===== src/design/pes_pkg.sv =====
// ----------------------------------------------------------------------------
// pes_pkg: shared types for the pixel extremum statistics core
// Pixel request and report payloads, the per-frame summary record that
// passes from the tracking front end to the report back end, and the
// report kind codes.
// ----------------------------------------------------------------------------
package pes_pkg;

	// Register map: one register, at byte address 0.
	localparam int unsigned       ADDR_W       = 3;
	localparam logic              REG_SEL_WIDTH = 1'b0;
	localparam int unsigned       CFG_W        = 13;
	localparam logic [CFG_W-1:0]  WIDTH_RESET  = 13'd640;

	// Kinds of report, in the order they leave the block.
	typedef enum logic [2:0] {
		KIND_MAX_SUM   = 3'd0,
		KIND_MIN_SUM   = 3'd1,
		KIND_MAX_RED   = 3'd2,
		KIND_MAX_GREEN = 3'd3,
		KIND_MAX_BLUE  = 3'd4,
		KIND_MIN_RED   = 3'd5,
		KIND_MIN_GREEN = 3'd6,
		KIND_MIN_BLUE  = 3'd7
	} result_kind_t;

	typedef struct packed {
		logic [7:0] red;
		logic [7:0] green;
		logic [7:0] blue;
		logic       frame_end;
	} pixel_t;

	typedef struct packed {
		logic [2:0]  result_kind;
		logic [11:0] pos_x;
		logic [11:0] pos_y;
		logic [7:0]  pix_red;
		logic [7:0]  pix_green;
		logic [7:0]  pix_blue;
		logic [9:0]  level;
		logic        run_last;
	} result_t;

	typedef struct packed {
		logic [11:0] y;
		logic [11:0] x;
	} place_t;

	typedef struct packed {
		logic [7:0] r;
		logic [7:0] g;
		logic [7:0] b;
	} color_t;

	// Extremes of one finished frame. Channel index 0 is red, 2 is blue.
	typedef struct packed {
		logic [9:0]            top_sum;
		place_t                top_place;
		color_t                top_color;
		logic [9:0]            low_sum;
		place_t                low_place;
		color_t                low_color;
		logic [2:0][7:0]       chan_top;
		logic [2:0][23:0]      chan_top_place;
		logic [2:0][7:0]       chan_low;
		logic [2:0][23:0]      chan_low_place;
	} frame_summary_t;

	// Status of the summary queue as seen by the front end and the back end.
	typedef struct packed {
		logic full;
		logic empty;
	} queue_status_t;

endpackage


===== src/design/pixel_extremum_statistics_core.sv =====
// ----------------------------------------------------------------------------
// pixel_extremum_statistics_core: per-frame extremum statistics of RGB pixels
// Top level: configuration port, tracking front end, summary queue and
// report back end.
// ----------------------------------------------------------------------------
// The core takes one pixel request per clock and keeps its own raster
// position, wrapping the column at image_width (register 0, byte address 0,
// reset 640; zero acts as one). Each pixel updates the max/min sum and
// max/min per-channel trackers in the same cycle it is taken. The frame-end
// pixel closes the frame: its summary goes into a two-entry queue and the
// back end then delivers eight reports from it, one per clock when the
// receiver does not stall, so the reporting of one frame overlaps the
// tracking of the next. Pixels are stalled only when a frame-end pixel
// arrives while both queue entries still hold unreported frames, which can
// happen only for frames shorter than eight pixels or under output stalls.
// Each report is registered from the frame summary at the queue head.
// ----------------------------------------------------------------------------
module pixel_extremum_statistics_core #(
	parameter int unsigned MAX_WIDTH  = 4096,
	parameter int unsigned MAX_HEIGHT = 4096
) (
	input  logic                        clk,
	input  logic                        arst_n,
	input  logic                        psel,
	input  logic                        penable,
	input  logic                        pwrite,
	input  logic [pes_pkg::ADDR_W-1:0]  paddr,
	input  logic [31:0]                 pwdata,
	output logic [31:0]                 prdata,
	output logic                        pready,
	input  pes_pkg::pixel_t             pixel,
	input  logic                        pixel_valid,
	output logic                        pixel_stall,
	output pes_pkg::result_t            result,
	output logic                        result_valid,
	input  logic                        result_stall
);
	import pes_pkg::*;

	logic [CFG_W-1:0] image_width_q;
	logic             cfg_write;
	logic             push;
	logic             pop;
	frame_summary_t   summary;
	frame_summary_t   head;
	queue_status_t    q_status;

	// Configuration register.
	assign pready    = 1'b1;
	assign cfg_write = psel & penable & pwrite & pready;
	assign prdata    = (paddr[2] == REG_SEL_WIDTH) ? {19'd0, image_width_q} : 32'd0;

	always_ff @(posedge clk or negedge arst_n) begin
		if (!arst_n) begin
			image_width_q <= WIDTH_RESET;
		end else if (cfg_write && paddr[2] == REG_SEL_WIDTH) begin
			image_width_q <= pwdata[CFG_W-1:0];
		end
	end

	pes_front #(
		.MAX_WIDTH  (MAX_WIDTH),
		.MAX_HEIGHT (MAX_HEIGHT)
	) u_front (
		.clk         (clk),
		.arst_n      (arst_n),
		.image_width (image_width_q),
		.pixel       (pixel),
		.pixel_valid (pixel_valid),
		.pixel_stall (pixel_stall),
		.q_status    (q_status),
		.push        (push),
		.summary     (summary)
	);

	pes_queue u_queue (
		.clk       (clk),
		.arst_n    (arst_n),
		.push      (push),
		.push_data (summary),
		.pop       (pop),
		.head      (head),
		.status    (q_status)
	);

	pes_back u_back (
		.clk          (clk),
		.arst_n       (arst_n),
		.head         (head),
		.q_status     (q_status),
		.pop          (pop),
		.result       (result),
		.result_valid (result_valid),
		.result_stall (result_stall)
	);

	// A closed frame is always waiting in the queue on the next cycle.
	assert property (@(posedge clk) disable iff (!arst_n)
		(pixel_valid && !pixel_stall && pixel.frame_end) |=> !q_status.empty)
		else $error("frame summary lost after frame-end pixel");

	// The last-report flag marks exactly the minimum-blue report.
	assert property (@(posedge clk) disable iff (!arst_n)
		result_valid |-> (result.run_last == (result.result_kind == KIND_MIN_BLUE)))
		else $error("run_last out of step with report kind");

	// A register write lands in the width register.
	assert property (@(posedge clk) disable iff (!arst_n)
		(cfg_write && paddr[2] == REG_SEL_WIDTH) |=>
		(image_width_q == $past(pwdata[CFG_W-1:0])))
		else $error("image width write not taken");

endmodule


===== src/design/pes_front.sv =====
// ----------------------------------------------------------------------------
// pes_front: raster counters and extremum trackers
// Accepts one pixel per cycle unless a frame-end pixel finds the queue full,
// tracks column and row, updates the trackers, and pushes each frame summary.
// ----------------------------------------------------------------------------
module pes_front #(
	parameter int unsigned MAX_WIDTH  = 4096,
	parameter int unsigned MAX_HEIGHT = 4096
) (
	input  logic                     clk,
	input  logic                     arst_n,
	input  logic [pes_pkg::CFG_W-1:0] image_width,
	input  pes_pkg::pixel_t          pixel,
	input  logic                     pixel_valid,
	output logic                     pixel_stall,
	input  pes_pkg::queue_status_t   q_status,
	output logic                     push,
	output pes_pkg::frame_summary_t  summary
);
	import pes_pkg::*;

	localparam int unsigned WCAP_INT = (MAX_WIDTH > 4096) ? 4096 : MAX_WIDTH;
	localparam int unsigned HCAP_INT = (MAX_HEIGHT > 4096) ? 4096 :
	                                   ((MAX_HEIGHT == 0) ? 1 : MAX_HEIGHT);
	localparam logic [CFG_W-1:0] WIDTH_CAP = CFG_W'(WCAP_INT);
	localparam logic [11:0]      ROW_LAST  = 12'(HCAP_INT - 1);

	logic        accept;
	logic        fresh_q;
	logic [11:0] col_q;
	logic [11:0] row_q;

	logic [9:0]      top_sum_q, low_sum_q;
	place_t          top_place_q, low_place_q;
	color_t          top_color_q, low_color_q;
	logic [2:0][7:0]  chan_top_q, chan_low_q;
	logic [2:0][23:0] chan_top_place_q, chan_low_place_q;

	logic [9:0]       sum;
	logic [2:0][7:0]  chan;
	place_t           place;
	color_t           color;
	logic [CFG_W-1:0] width_eff;
	logic [CFG_W-1:0] col_inc;
	frame_summary_t   nxt;

	// A frame-end pixel needs a free summary slot; other pixels never wait.
	assign pixel_stall = q_status.full & pixel.frame_end;
	assign accept      = pixel_valid & ~pixel_stall;
	assign push        = accept & pixel.frame_end;
	assign summary     = nxt;

	// Pixel decode.
	assign chan[0] = pixel.red;
	assign chan[1] = pixel.green;
	assign chan[2] = pixel.blue;
	assign sum     = {2'b00, pixel.red} + {2'b00, pixel.green} + {2'b00, pixel.blue};
	assign color   = '{r: pixel.red, g: pixel.green, b: pixel.blue};
	assign place   = '{y: row_q, x: col_q};

	// Tracker update. Strict compares keep the first occurrence.
	always_comb begin
		nxt.top_sum        = top_sum_q;
		nxt.top_place      = top_place_q;
		nxt.top_color      = top_color_q;
		nxt.low_sum        = low_sum_q;
		nxt.low_place      = low_place_q;
		nxt.low_color      = low_color_q;
		nxt.chan_top       = chan_top_q;
		nxt.chan_top_place = chan_top_place_q;
		nxt.chan_low       = chan_low_q;
		nxt.chan_low_place = chan_low_place_q;
		if (fresh_q || sum > top_sum_q) begin
			nxt.top_sum   = sum;
			nxt.top_place = place;
			nxt.top_color = color;
		end
		if (fresh_q || sum < low_sum_q) begin
			nxt.low_sum   = sum;
			nxt.low_place = place;
			nxt.low_color = color;
		end
		for (int c = 0; c < 3; c++) begin
			if (fresh_q || chan[c] > chan_top_q[c]) begin
				nxt.chan_top[c]       = chan[c];
				nxt.chan_top_place[c] = place;
			end
			if (fresh_q || chan[c] < chan_low_q[c]) begin
				nxt.chan_low[c]       = chan[c];
				nxt.chan_low_place[c] = place;
			end
		end
	end

	// Effective row width: zero counts as one, large values are capped.
	always_comb begin
		if (image_width == '0) begin
			width_eff = CFG_W'(1);
		end else if (image_width > WIDTH_CAP) begin
			width_eff = WIDTH_CAP;
		end else begin
			width_eff = image_width;
		end
	end

	assign col_inc = {1'b0, col_q} + CFG_W'(1);

	// Raster position and frame start flag.
	always_ff @(posedge clk or negedge arst_n) begin
		if (!arst_n) begin
			fresh_q <= 1'b1;
			col_q   <= '0;
			row_q   <= '0;
		end else if (accept) begin
			if (pixel.frame_end) begin
				fresh_q <= 1'b1;
				col_q   <= '0;
				row_q   <= '0;
			end else begin
				fresh_q <= 1'b0;
				if (col_inc >= width_eff) begin
					col_q <= '0;
					if (row_q < ROW_LAST) begin
						row_q <= row_q + 12'd1;
					end
				end else begin
					col_q <= col_inc[11:0];
				end
			end
		end
	end

	// Tracker registers; the frame start flag makes their old values moot.
	always_ff @(posedge clk) begin
		if (accept) begin
			top_sum_q        <= nxt.top_sum;
			top_place_q      <= nxt.top_place;
			top_color_q      <= nxt.top_color;
			low_sum_q        <= nxt.low_sum;
			low_place_q      <= nxt.low_place;
			low_color_q      <= nxt.low_color;
			chan_top_q       <= nxt.chan_top;
			chan_top_place_q <= nxt.chan_top_place;
			chan_low_q       <= nxt.chan_low;
			chan_low_place_q <= nxt.chan_low_place;
		end
	end

endmodule


===== src/design/pes_queue.sv =====
// ----------------------------------------------------------------------------
// pes_queue: two-entry queue of frame summaries
// Decouples the tracking front end from the report back end so that the
// next frame can be tracked while the previous one is still reported.
// ----------------------------------------------------------------------------
module pes_queue (
	input  logic                    clk,
	input  logic                    arst_n,
	input  logic                    push,
	input  pes_pkg::frame_summary_t push_data,
	input  logic                    pop,
	output pes_pkg::frame_summary_t head,
	output pes_pkg::queue_status_t  status
);
	import pes_pkg::*;

	frame_summary_t slot_q [2];
	logic           wr_ptr_q;
	logic           rd_ptr_q;
	logic [1:0]     count_q;
	logic           do_push;
	logic           do_pop;

	assign status.full  = (count_q == 2'd2);
	assign status.empty = (count_q == 2'd0);
	assign do_push      = push & ~status.full;
	assign do_pop       = pop & ~status.empty;
	assign head         = slot_q[rd_ptr_q];

	// Storage.
	always_ff @(posedge clk) begin
		if (do_push) begin
			slot_q[wr_ptr_q] <= push_data;
		end
	end

	// Pointers and fill level.
	always_ff @(posedge clk or negedge arst_n) begin
		if (!arst_n) begin
			wr_ptr_q <= 1'b0;
			rd_ptr_q <= 1'b0;
			count_q  <= 2'd0;
		end else begin
			if (do_push) begin
				wr_ptr_q <= ~wr_ptr_q;
			end
			if (do_pop) begin
				rd_ptr_q <= ~rd_ptr_q;
			end
			if (do_push && !do_pop) begin
				count_q <= count_q + 2'd1;
			end else if (do_pop && !do_push) begin
				count_q <= count_q - 2'd1;
			end
		end
	end

endmodule


===== src/design/pes_back.sv =====
// ----------------------------------------------------------------------------
// pes_back: report sequencer
// Walks the head frame summary through its eight reports into a registered
// output, one per cycle unless stalled, and releases it after the last one.
// ----------------------------------------------------------------------------
module pes_back (
	input  logic                    clk,
	input  logic                    arst_n,
	input  pes_pkg::frame_summary_t head,
	input  pes_pkg::queue_status_t  q_status,
	output logic                    pop,
	output pes_pkg::result_t        result,
	output logic                    result_valid,
	input  logic                    result_stall
);
	import pes_pkg::*;

	result_kind_t kind_q;
	logic         valid_q;
	result_t      out_q;
	result_t      rpt;
	logic         load;

	// Load while a summary is queued and the output register is free or taken.
	assign load         = ~q_status.empty & (~valid_q | ~result_stall);
	assign pop          = load & (kind_q == KIND_MIN_BLUE);
	assign result       = out_q;
	assign result_valid = valid_q;

	// Report selection for the current kind.
	always_comb begin
		rpt             = '0;
		rpt.result_kind = kind_q;
		rpt.run_last    = (kind_q == KIND_MIN_BLUE);
		unique case (kind_q)
			KIND_MAX_SUM: begin
				rpt.pos_x     = head.top_place.x;
				rpt.pos_y     = head.top_place.y;
				rpt.pix_red   = head.top_color.r;
				rpt.pix_green = head.top_color.g;
				rpt.pix_blue  = head.top_color.b;
				rpt.level     = head.top_sum;
			end
			KIND_MIN_SUM: begin
				rpt.pos_x     = head.low_place.x;
				rpt.pos_y     = head.low_place.y;
				rpt.pix_red   = head.low_color.r;
				rpt.pix_green = head.low_color.g;
				rpt.pix_blue  = head.low_color.b;
				rpt.level     = head.low_sum;
			end
			KIND_MAX_RED: begin
				{rpt.pos_y, rpt.pos_x} = head.chan_top_place[0];
				rpt.level              = {2'b00, head.chan_top[0]};
			end
			KIND_MAX_GREEN: begin
				{rpt.pos_y, rpt.pos_x} = head.chan_top_place[1];
				rpt.level              = {2'b00, head.chan_top[1]};
			end
			KIND_MAX_BLUE: begin
				{rpt.pos_y, rpt.pos_x} = head.chan_top_place[2];
				rpt.level              = {2'b00, head.chan_top[2]};
			end
			KIND_MIN_RED: begin
				{rpt.pos_y, rpt.pos_x} = head.chan_low_place[0];
				rpt.level              = {2'b00, head.chan_low[0]};
			end
			KIND_MIN_GREEN: begin
				{rpt.pos_y, rpt.pos_x} = head.chan_low_place[1];
				rpt.level              = {2'b00, head.chan_low[1]};
			end
			KIND_MIN_BLUE: begin
				{rpt.pos_y, rpt.pos_x} = head.chan_low_place[2];
				rpt.level              = {2'b00, head.chan_low[2]};
			end
		endcase
	end

	// Kind counter and output valid.
	always_ff @(posedge clk or negedge arst_n) begin
		if (!arst_n) begin
			kind_q  <= KIND_MAX_SUM;
			valid_q <= 1'b0;
		end else begin
			if (load) begin
				kind_q  <= result_kind_t'(kind_q + 3'd1);
				valid_q <= 1'b1;
			end else if (!result_stall) begin
				valid_q <= 1'b0;
			end
		end
	end

	// Output payload register.
	always_ff @(posedge clk) begin
		if (load) begin
			out_q <= rpt;
		end
	end

endmodule


===== config.mk =====
export PLATFORM = sky130hd
export DESIGN_NAME = pixel_extremum_statistics_core
export DESIGN_NICKNAME = d
export VERILOG_FILES = /design/src/design/pes_pkg.sv /design/src/design/pixel_extremum_statistics_core.sv /design/src/design/pes_front.sv /design/src/design/pes_queue.sv /design/src/design/pes_back.sv
export SDC_FILE = /design/constraint.sdc
export NUM_CORES = 1
export LEC_CHECK = 0
export BUFFER_PORTS_ARGS = -buffer_cell sky130_fd_sc_hd__buf_4
export CORE_UTILIZATION = 60
export CTS_CLUSTER_DIAMETER = 50
export DETAILED_ROUTE_END_ITERATION = 10
export PLACE_DENSITY = 0.78
export SLEW_MARGIN = 5
export SYNTH_ARGS = -nofsm -noshare
export SYNTH_HDL_FRONTEND = slang
export SYNTH_SLANG_ARGS = --single-unit

===== constraint.sdc =====
create_clock -name clk -period 62.5 [get_ports clk]
set_clock_uncertainty 0.05 [all_clocks]
set_input_delay 12.5 -clock clk [delete_from_list [all_inputs] [get_ports clk]]
set_output_delay 12.5 -clock clk [all_outputs]
set_load 0.03 [all_outputs]

Word level (Yosys, flattened, before mapping)
Memory sizes are Yosys's and may differ from the RTL's.
Index checks and enable logic that the tools add are counted.

cells by class
  multiplexer cells = 32
  add/subtract/negate cells = 7
  equal/unequal tests = 9
  $lt $le $gt $ge = 11
  reduce and logical (&&, ||, !) cells = 20
  bitwise logic cells = 18

operators by type and width
  operator                 number
  $pmux W24 S8             1
  $mux W24                 6
  $mux W58                 2
  $pmux W10 S8             1
  $mux W12                 5
  $mux W8                  6
  $pmux W24 S2             1
  $mux W13                 3
  $gt A8 B8 Y1             3
  $lt A8 B8 Y1             3
  $add A12 B1 Y13 const B  1
  $ge A13 B13 Y1           1
  $gt A13 B13 Y1 const B   1
  $logic_not A13 Y1        1
  $add A12 B1 Y12 const B  1
  $eq A3 B3 Y1 const B     4
  $lt A12 B12 Y1 const B   1
  $add A10 B8 Y10          1
  $gt A10 B10 Y1           1
  $lt A10 B10 Y1           1
  $add A8 B8 Y9            1
  $and A1 B1 Y1            9
  $logic_or A1 B1 Y1       8
  $not A1 Y1               8
  16 further kinds         27

word-level totals
  input bits = 67
  word-level logic and storage cells = 139
  flip-flop bits (word level) = 416
  bits in writable memories = 616
  memories kept = 1
  output and inout bits = 97

memory list
  name            words  width  rd ports  clocked after Yosys merged registers in  wr ports  RTL line         RTL
  u_queue.slot_q  2      308    1         0                                        1         pes_queue.sv:17  frame_summary_t slot_q [2];

Longest topological paths before layout
  word-level depth = 10
  depth in mapped cells = 22

Hierarchy
From an unflattened synthesis, not the netlist that was laid out.

second synthesis, totals
  cells, all modules = 2,691
  area, all modules = 45,467.4 µm²

by module, submodules not included
  module                          cells each  area each (µm²)  times used
  pes_queue                       977         22,816.9         1
  pes_front                       1,260       17,391.7         1
  pes_back                        390         4,465.5          1
  pixel_extremum_statistics_core  64          793.3            1

Worst setup path after synthesis
No wires, ideal clock.

  kind = input-to-reg
  start = input pixel[0] (netlist name)
  end = memory u_queue.slot_q[0][0] (netlist name) (enable)
  required time = 61.469 ns
  data arrival time = 32.498 ns
  stages = 7
  path buffers = 1
  library setup time = 0.981 ns
  setup slack = 28.971 ns
  path through = nand2_1 or2_2 nand2_1 buf_2 inv_1 nand2_1 nor2_1

on the way
  word-level cells in the longest chain between the ends = 7

RTL lines
  item                           RTL line                              RTL
  from (decl)                    pixel_extremum_statistics_core.sv:31  input pes_pkg::pixel_t pixel,
  $and A1 B1 Y1                  pes_front.sv:48                       assign pixel_stall = q_status.full & pixel.frame_end;
  $not A1 Y1                     pes_front.sv:49                       assign accept = pixel_valid & ~pixel_stall;
  $and A1 B1 Y1                  pes_front.sv:49
  via u_front.accept             pes_front.sv:28                       logic accept;
  $and A1 B1 Y1                  pes_front.sv:50                       assign push = accept & pixel.frame_end;
  $and A1 B1 Y1                  pes_queue.sv:26                       assign do_push = push & ~status.full;
  $mux W1                        pes_queue.sv:32                       if (do_push) begin
  $mux W1 (implied by the code)  pes_queue.sv:33                       slot_q[wr_ptr_q] <= push_data;
  to (decl)                      pes_queue.sv:17

The timed path passes the listed nets, and every way through them passes these cells.

Final worst setup path
  start = input pixel[0] (netlist name)
  end = output pixel_stall

on the way
  word-level cells in the longest chain between the ends = 1

RTL lines
  item           RTL line                              RTL
  $and A1 B1 Y1  pes_front.sv:48
  to (decl)      pixel_extremum_statistics_core.sv:33  output logic pixel_stall,

No other way between the ends.

==> results.sh <==
export IMPL_status="finished, final reports clean"
export IMPL_drv_slew=0
export IMPL_synthTopCellsByArea="edfxtp_1 69%, mux2_2 9.5%, ha_1 3.0%"
export IMPL_fin_total_pwr_mw=2.39
export IMPL_viasPerCell=6.38
export IMPL_wire_per_inst_um=25.5
export IMPL_dp_slack_ps=36690
export IMPL_yosys_warnings=0
export IMPL_ys_seq_elements=1032
export IMPL_r2r_slack_ps=57610
export IMPL_fin_setup_tns_ps=0
export IMPL_initial_core_util=0.611
export IMPL_ys_async_sr_fraction=0.0446
export IMPL_ys_flop_type="edfxtp_1"
export IMPL_die_w_um=270
export IMPL_core_area_sq_um=70600
export IMPL_min_to="u_queue.count_q[1]"
export IMPL_multiInputGateArea_sq_um=11400
export IMPL_yosysSeqAreaShare=0.713
export IMPL_cts_root_buf="clkbuf_16"
export IMPL_cts_buffers=103
export IMPL_drtPass1Iterations=6
export IMPL_vdd_ir_drop_max_uv=34.7
export IMPL_slew_headroom=0.210
export IMPL_fillers=4473
export IMPL_swShare=0.328
export IMPL_rr_startpoint="u_queue.rd_ptr_q"
export IMPL_clkPwrFrac=0.251
export IMPL_final_common_cell="edfxtp_1"
export IMPL_synthCells=2512
export IMPL_finish_utilization=0.683
export IMPL_hp_class="reg2reg"
export IMPL_end_kind="primary output"
export IMPL_die_height_um=270
export IMPL_p_per_area_nw_per_um2=49.5
export IMPL_hpwl_um=52900
export IMPL_cts_sinks=1032
export IMPL_p_switching_uw=783
export IMPL_clkTransAtPathRegs_ps=60
export IMPL_cp_max_fo=16
export IMPL_antenna_left=0
export IMPL_port_buffers=122
export IMPL_drc=0
export IMPL_path_class="in2out"
export IMPL_cap_violations=0
export IMPL_io_pins=164
export IMPL_avgSynthCellArea_sq_um=17.2
export IMPL_drt_total_wl_um=93200
export IMPL_min_period_over_period=0.413
export IMPL_setup_viol=0
export IMPL_worst_skew_pair_late_latency_ps=660
export IMPL_cts_hold_buf=0
export IMPL_nNetsFinal=2797
export IMPL_hold_depth=1
export IMPL_cp_arrival_ps=13260
export IMPL_synthToLayoutAreaGrowth_pct=11.8
export IMPL_seqPwrFrac=0.442
export IMPL_max_freq_mhz=38.7
export IMPL_cts_setup_buffers=0
export IMPL_pwr_share_comb=0.307
export IMPL_cts_max_level=3
export IMPL_grt_pass1_wl_um=142000
export IMPL_yosysTopAreaCell="edfxtp_1"
export IMPL_rows=97
export IMPL_synth_cell_types=67
export IMPL_p_int_mw=1.60
export IMPL_grt_setup_unrepaired="no"
export IMPL_vias=23294
export IMPL_seq_area_sq_um=30800
export IMPL_dr_first_iter_drc_count=2291
export IMPL_p_leak_nw=17.5
export IMPL_r2r_end="u_back.result[45]"
export IMPL_overflow=0
export IMPL_netlist_area_sq_um=43100
export IMPL_synth_edff_count=986
export IMPL_fin_crit_ps=25810
export IMPL_worstMarginPinSlew_ps=1180
export IMPL_hold_viol_final=0
export IMPL_antenna_found_initial=4
export IMPL_routabilityCongestion=0.844
export IMPL_synth_top_cell_area_share=0.686
export IMPL_grt_pass1_vias=23856
export IMPL_layout_common_cells="986 x edfxtp_1, 364 x mux2_2, 151 x buf_4, 106 x clkbuf_16, 102 x ha_1"
export IMPL_cp_required_ps=49950
export IMPL_grt_max_degree=180
export IMPL_worst_slack_ps=36690
export IMPL_die_area_sq_um=73000
export IMPL_cts_resized_gates=0
export IMPL_grtUsageTotal=0.255
export IMPL_cts_tree="yes"
export IMPL_drive_gt1_frac=0.272
export IMPL_ff2ff_path_depth=8
export IMPL_clock_path_buffers=3
export IMPL_hold_path_startpoint="u_queue.count_q[1]"
export IMPL_start_kind="input pin"
## registers in the layout, summed over array words and instances, names as in the netlist, 24 cells and up
name and flops:
u_front.low_place_q 24, u_front.chan_low_q 24, u_back.result 62, u_front.top_color_q 24, u_front.chan_low_place_q 72, u_front.chan_top_q 24
u_front.chan_top_place_q 72, u_front.low_color_q 24, u_front.top_place_q 24, u_queue.slot_q 616
## how the worst max path moves through the flow
stage          slack [ps]                    to      from
2_1_floorplan       28970  u_queue.slot_q[0][0]  pixel[0]
3_3_place_gp        36660           pixel_stall  pixel[0]
3_5_place_dp        36690           pixel_stall  pixel[0]
4_1_cts             36690           pixel_stall  pixel[0]
5_1_grt             36660           pixel_stall  pixel[0]
6_report            36690           pixel_stall  pixel[0]
## cell usage after synthesis (3+ instances only)
master	count
nand3_1	16
a221o_1	3
a221oi_1	3
xor2_1	9
nand2_1	56
a21oi_1	90
nor3_1	9
dfrtp_1	43
o21ai_0	33
nor2_1	28
a21o_1	24
mux2i_1	88
a21boi_0	6
and3_1	11
a31oi_1	6
edfxtp_1	986
and4_1	4
nor2b_1	57
buf_2	50
xnor2_1	21
a211oi_1	36
mux2_2	364
o221ai_1	32
mux4_2	31
a22o_1	32
o22ai_1	25
and2_1	4
a22oi_1	33
nand2b_1	7
nand4_1	10
buf_4	23
a32o_1	11
dfstp_2	3
ha_1	103
o21a_1	9
buf_1	6
mux2_1	5
nor4_1	3
a222oi_1	33
inv_1	84
clkbuf_1	85
## kinds of logic after synthesis
group	count (synthesis)	synth area share
simple gates	216	0.0265
other cells	2	0.000174
fa+ha+maj	105	0.0308
buf+inv	248	0.0250
compound gates	391	0.0655
mux	488	0.133
flops	1032	0.713
xor+xnor	30	0.00609
## routing by layer
metal  GRT usage  part of all wire
met2       0.414              0.49
met3      0.0383             0.071
met4      0.0718             0.020
met5           0           0.00014
met1       0.362              0.42
## area by class of cell
cell class	instances	area share
clock inverter	63	0.0112
timing repair buffer	154	0.0248
inverter	84	0.00669
clock buffer	126	0.0576
sequential	1032	0.638
tap	940	0.0244
antenna	1	0.0000519
multi-input combinational	1250	0.237
## critical path, cell delays in order
cell and delay [ps]:
buf_4 210, nand2_1 70, or2_2 280, inv_1 60, buf_4 150
## through the flow
step,hold slack (ps),std cells,area [sq um]
finish,440,3650,48200
global route,476,3649,48200
CTS,441,3649,48200
detailed placement,432,3460,44900
global placement,431,3460,44900
floorplan,406,2530,43200
## power by group through the flow
stage	logic (mW)	registers, mW	clock network [mW]
2_1_floorplan	0.455	1.11	0
3_3_place_gp	0.699	1.06	0
3_5_place_dp	0.723	1.07	0
4_1_cts	0.731	1.06	0.607
5_1_grt	0.780	1.07	0.632
6_report	0.733	1.06	0.598
No activity file was read; power rests on OpenSTA's default activity.
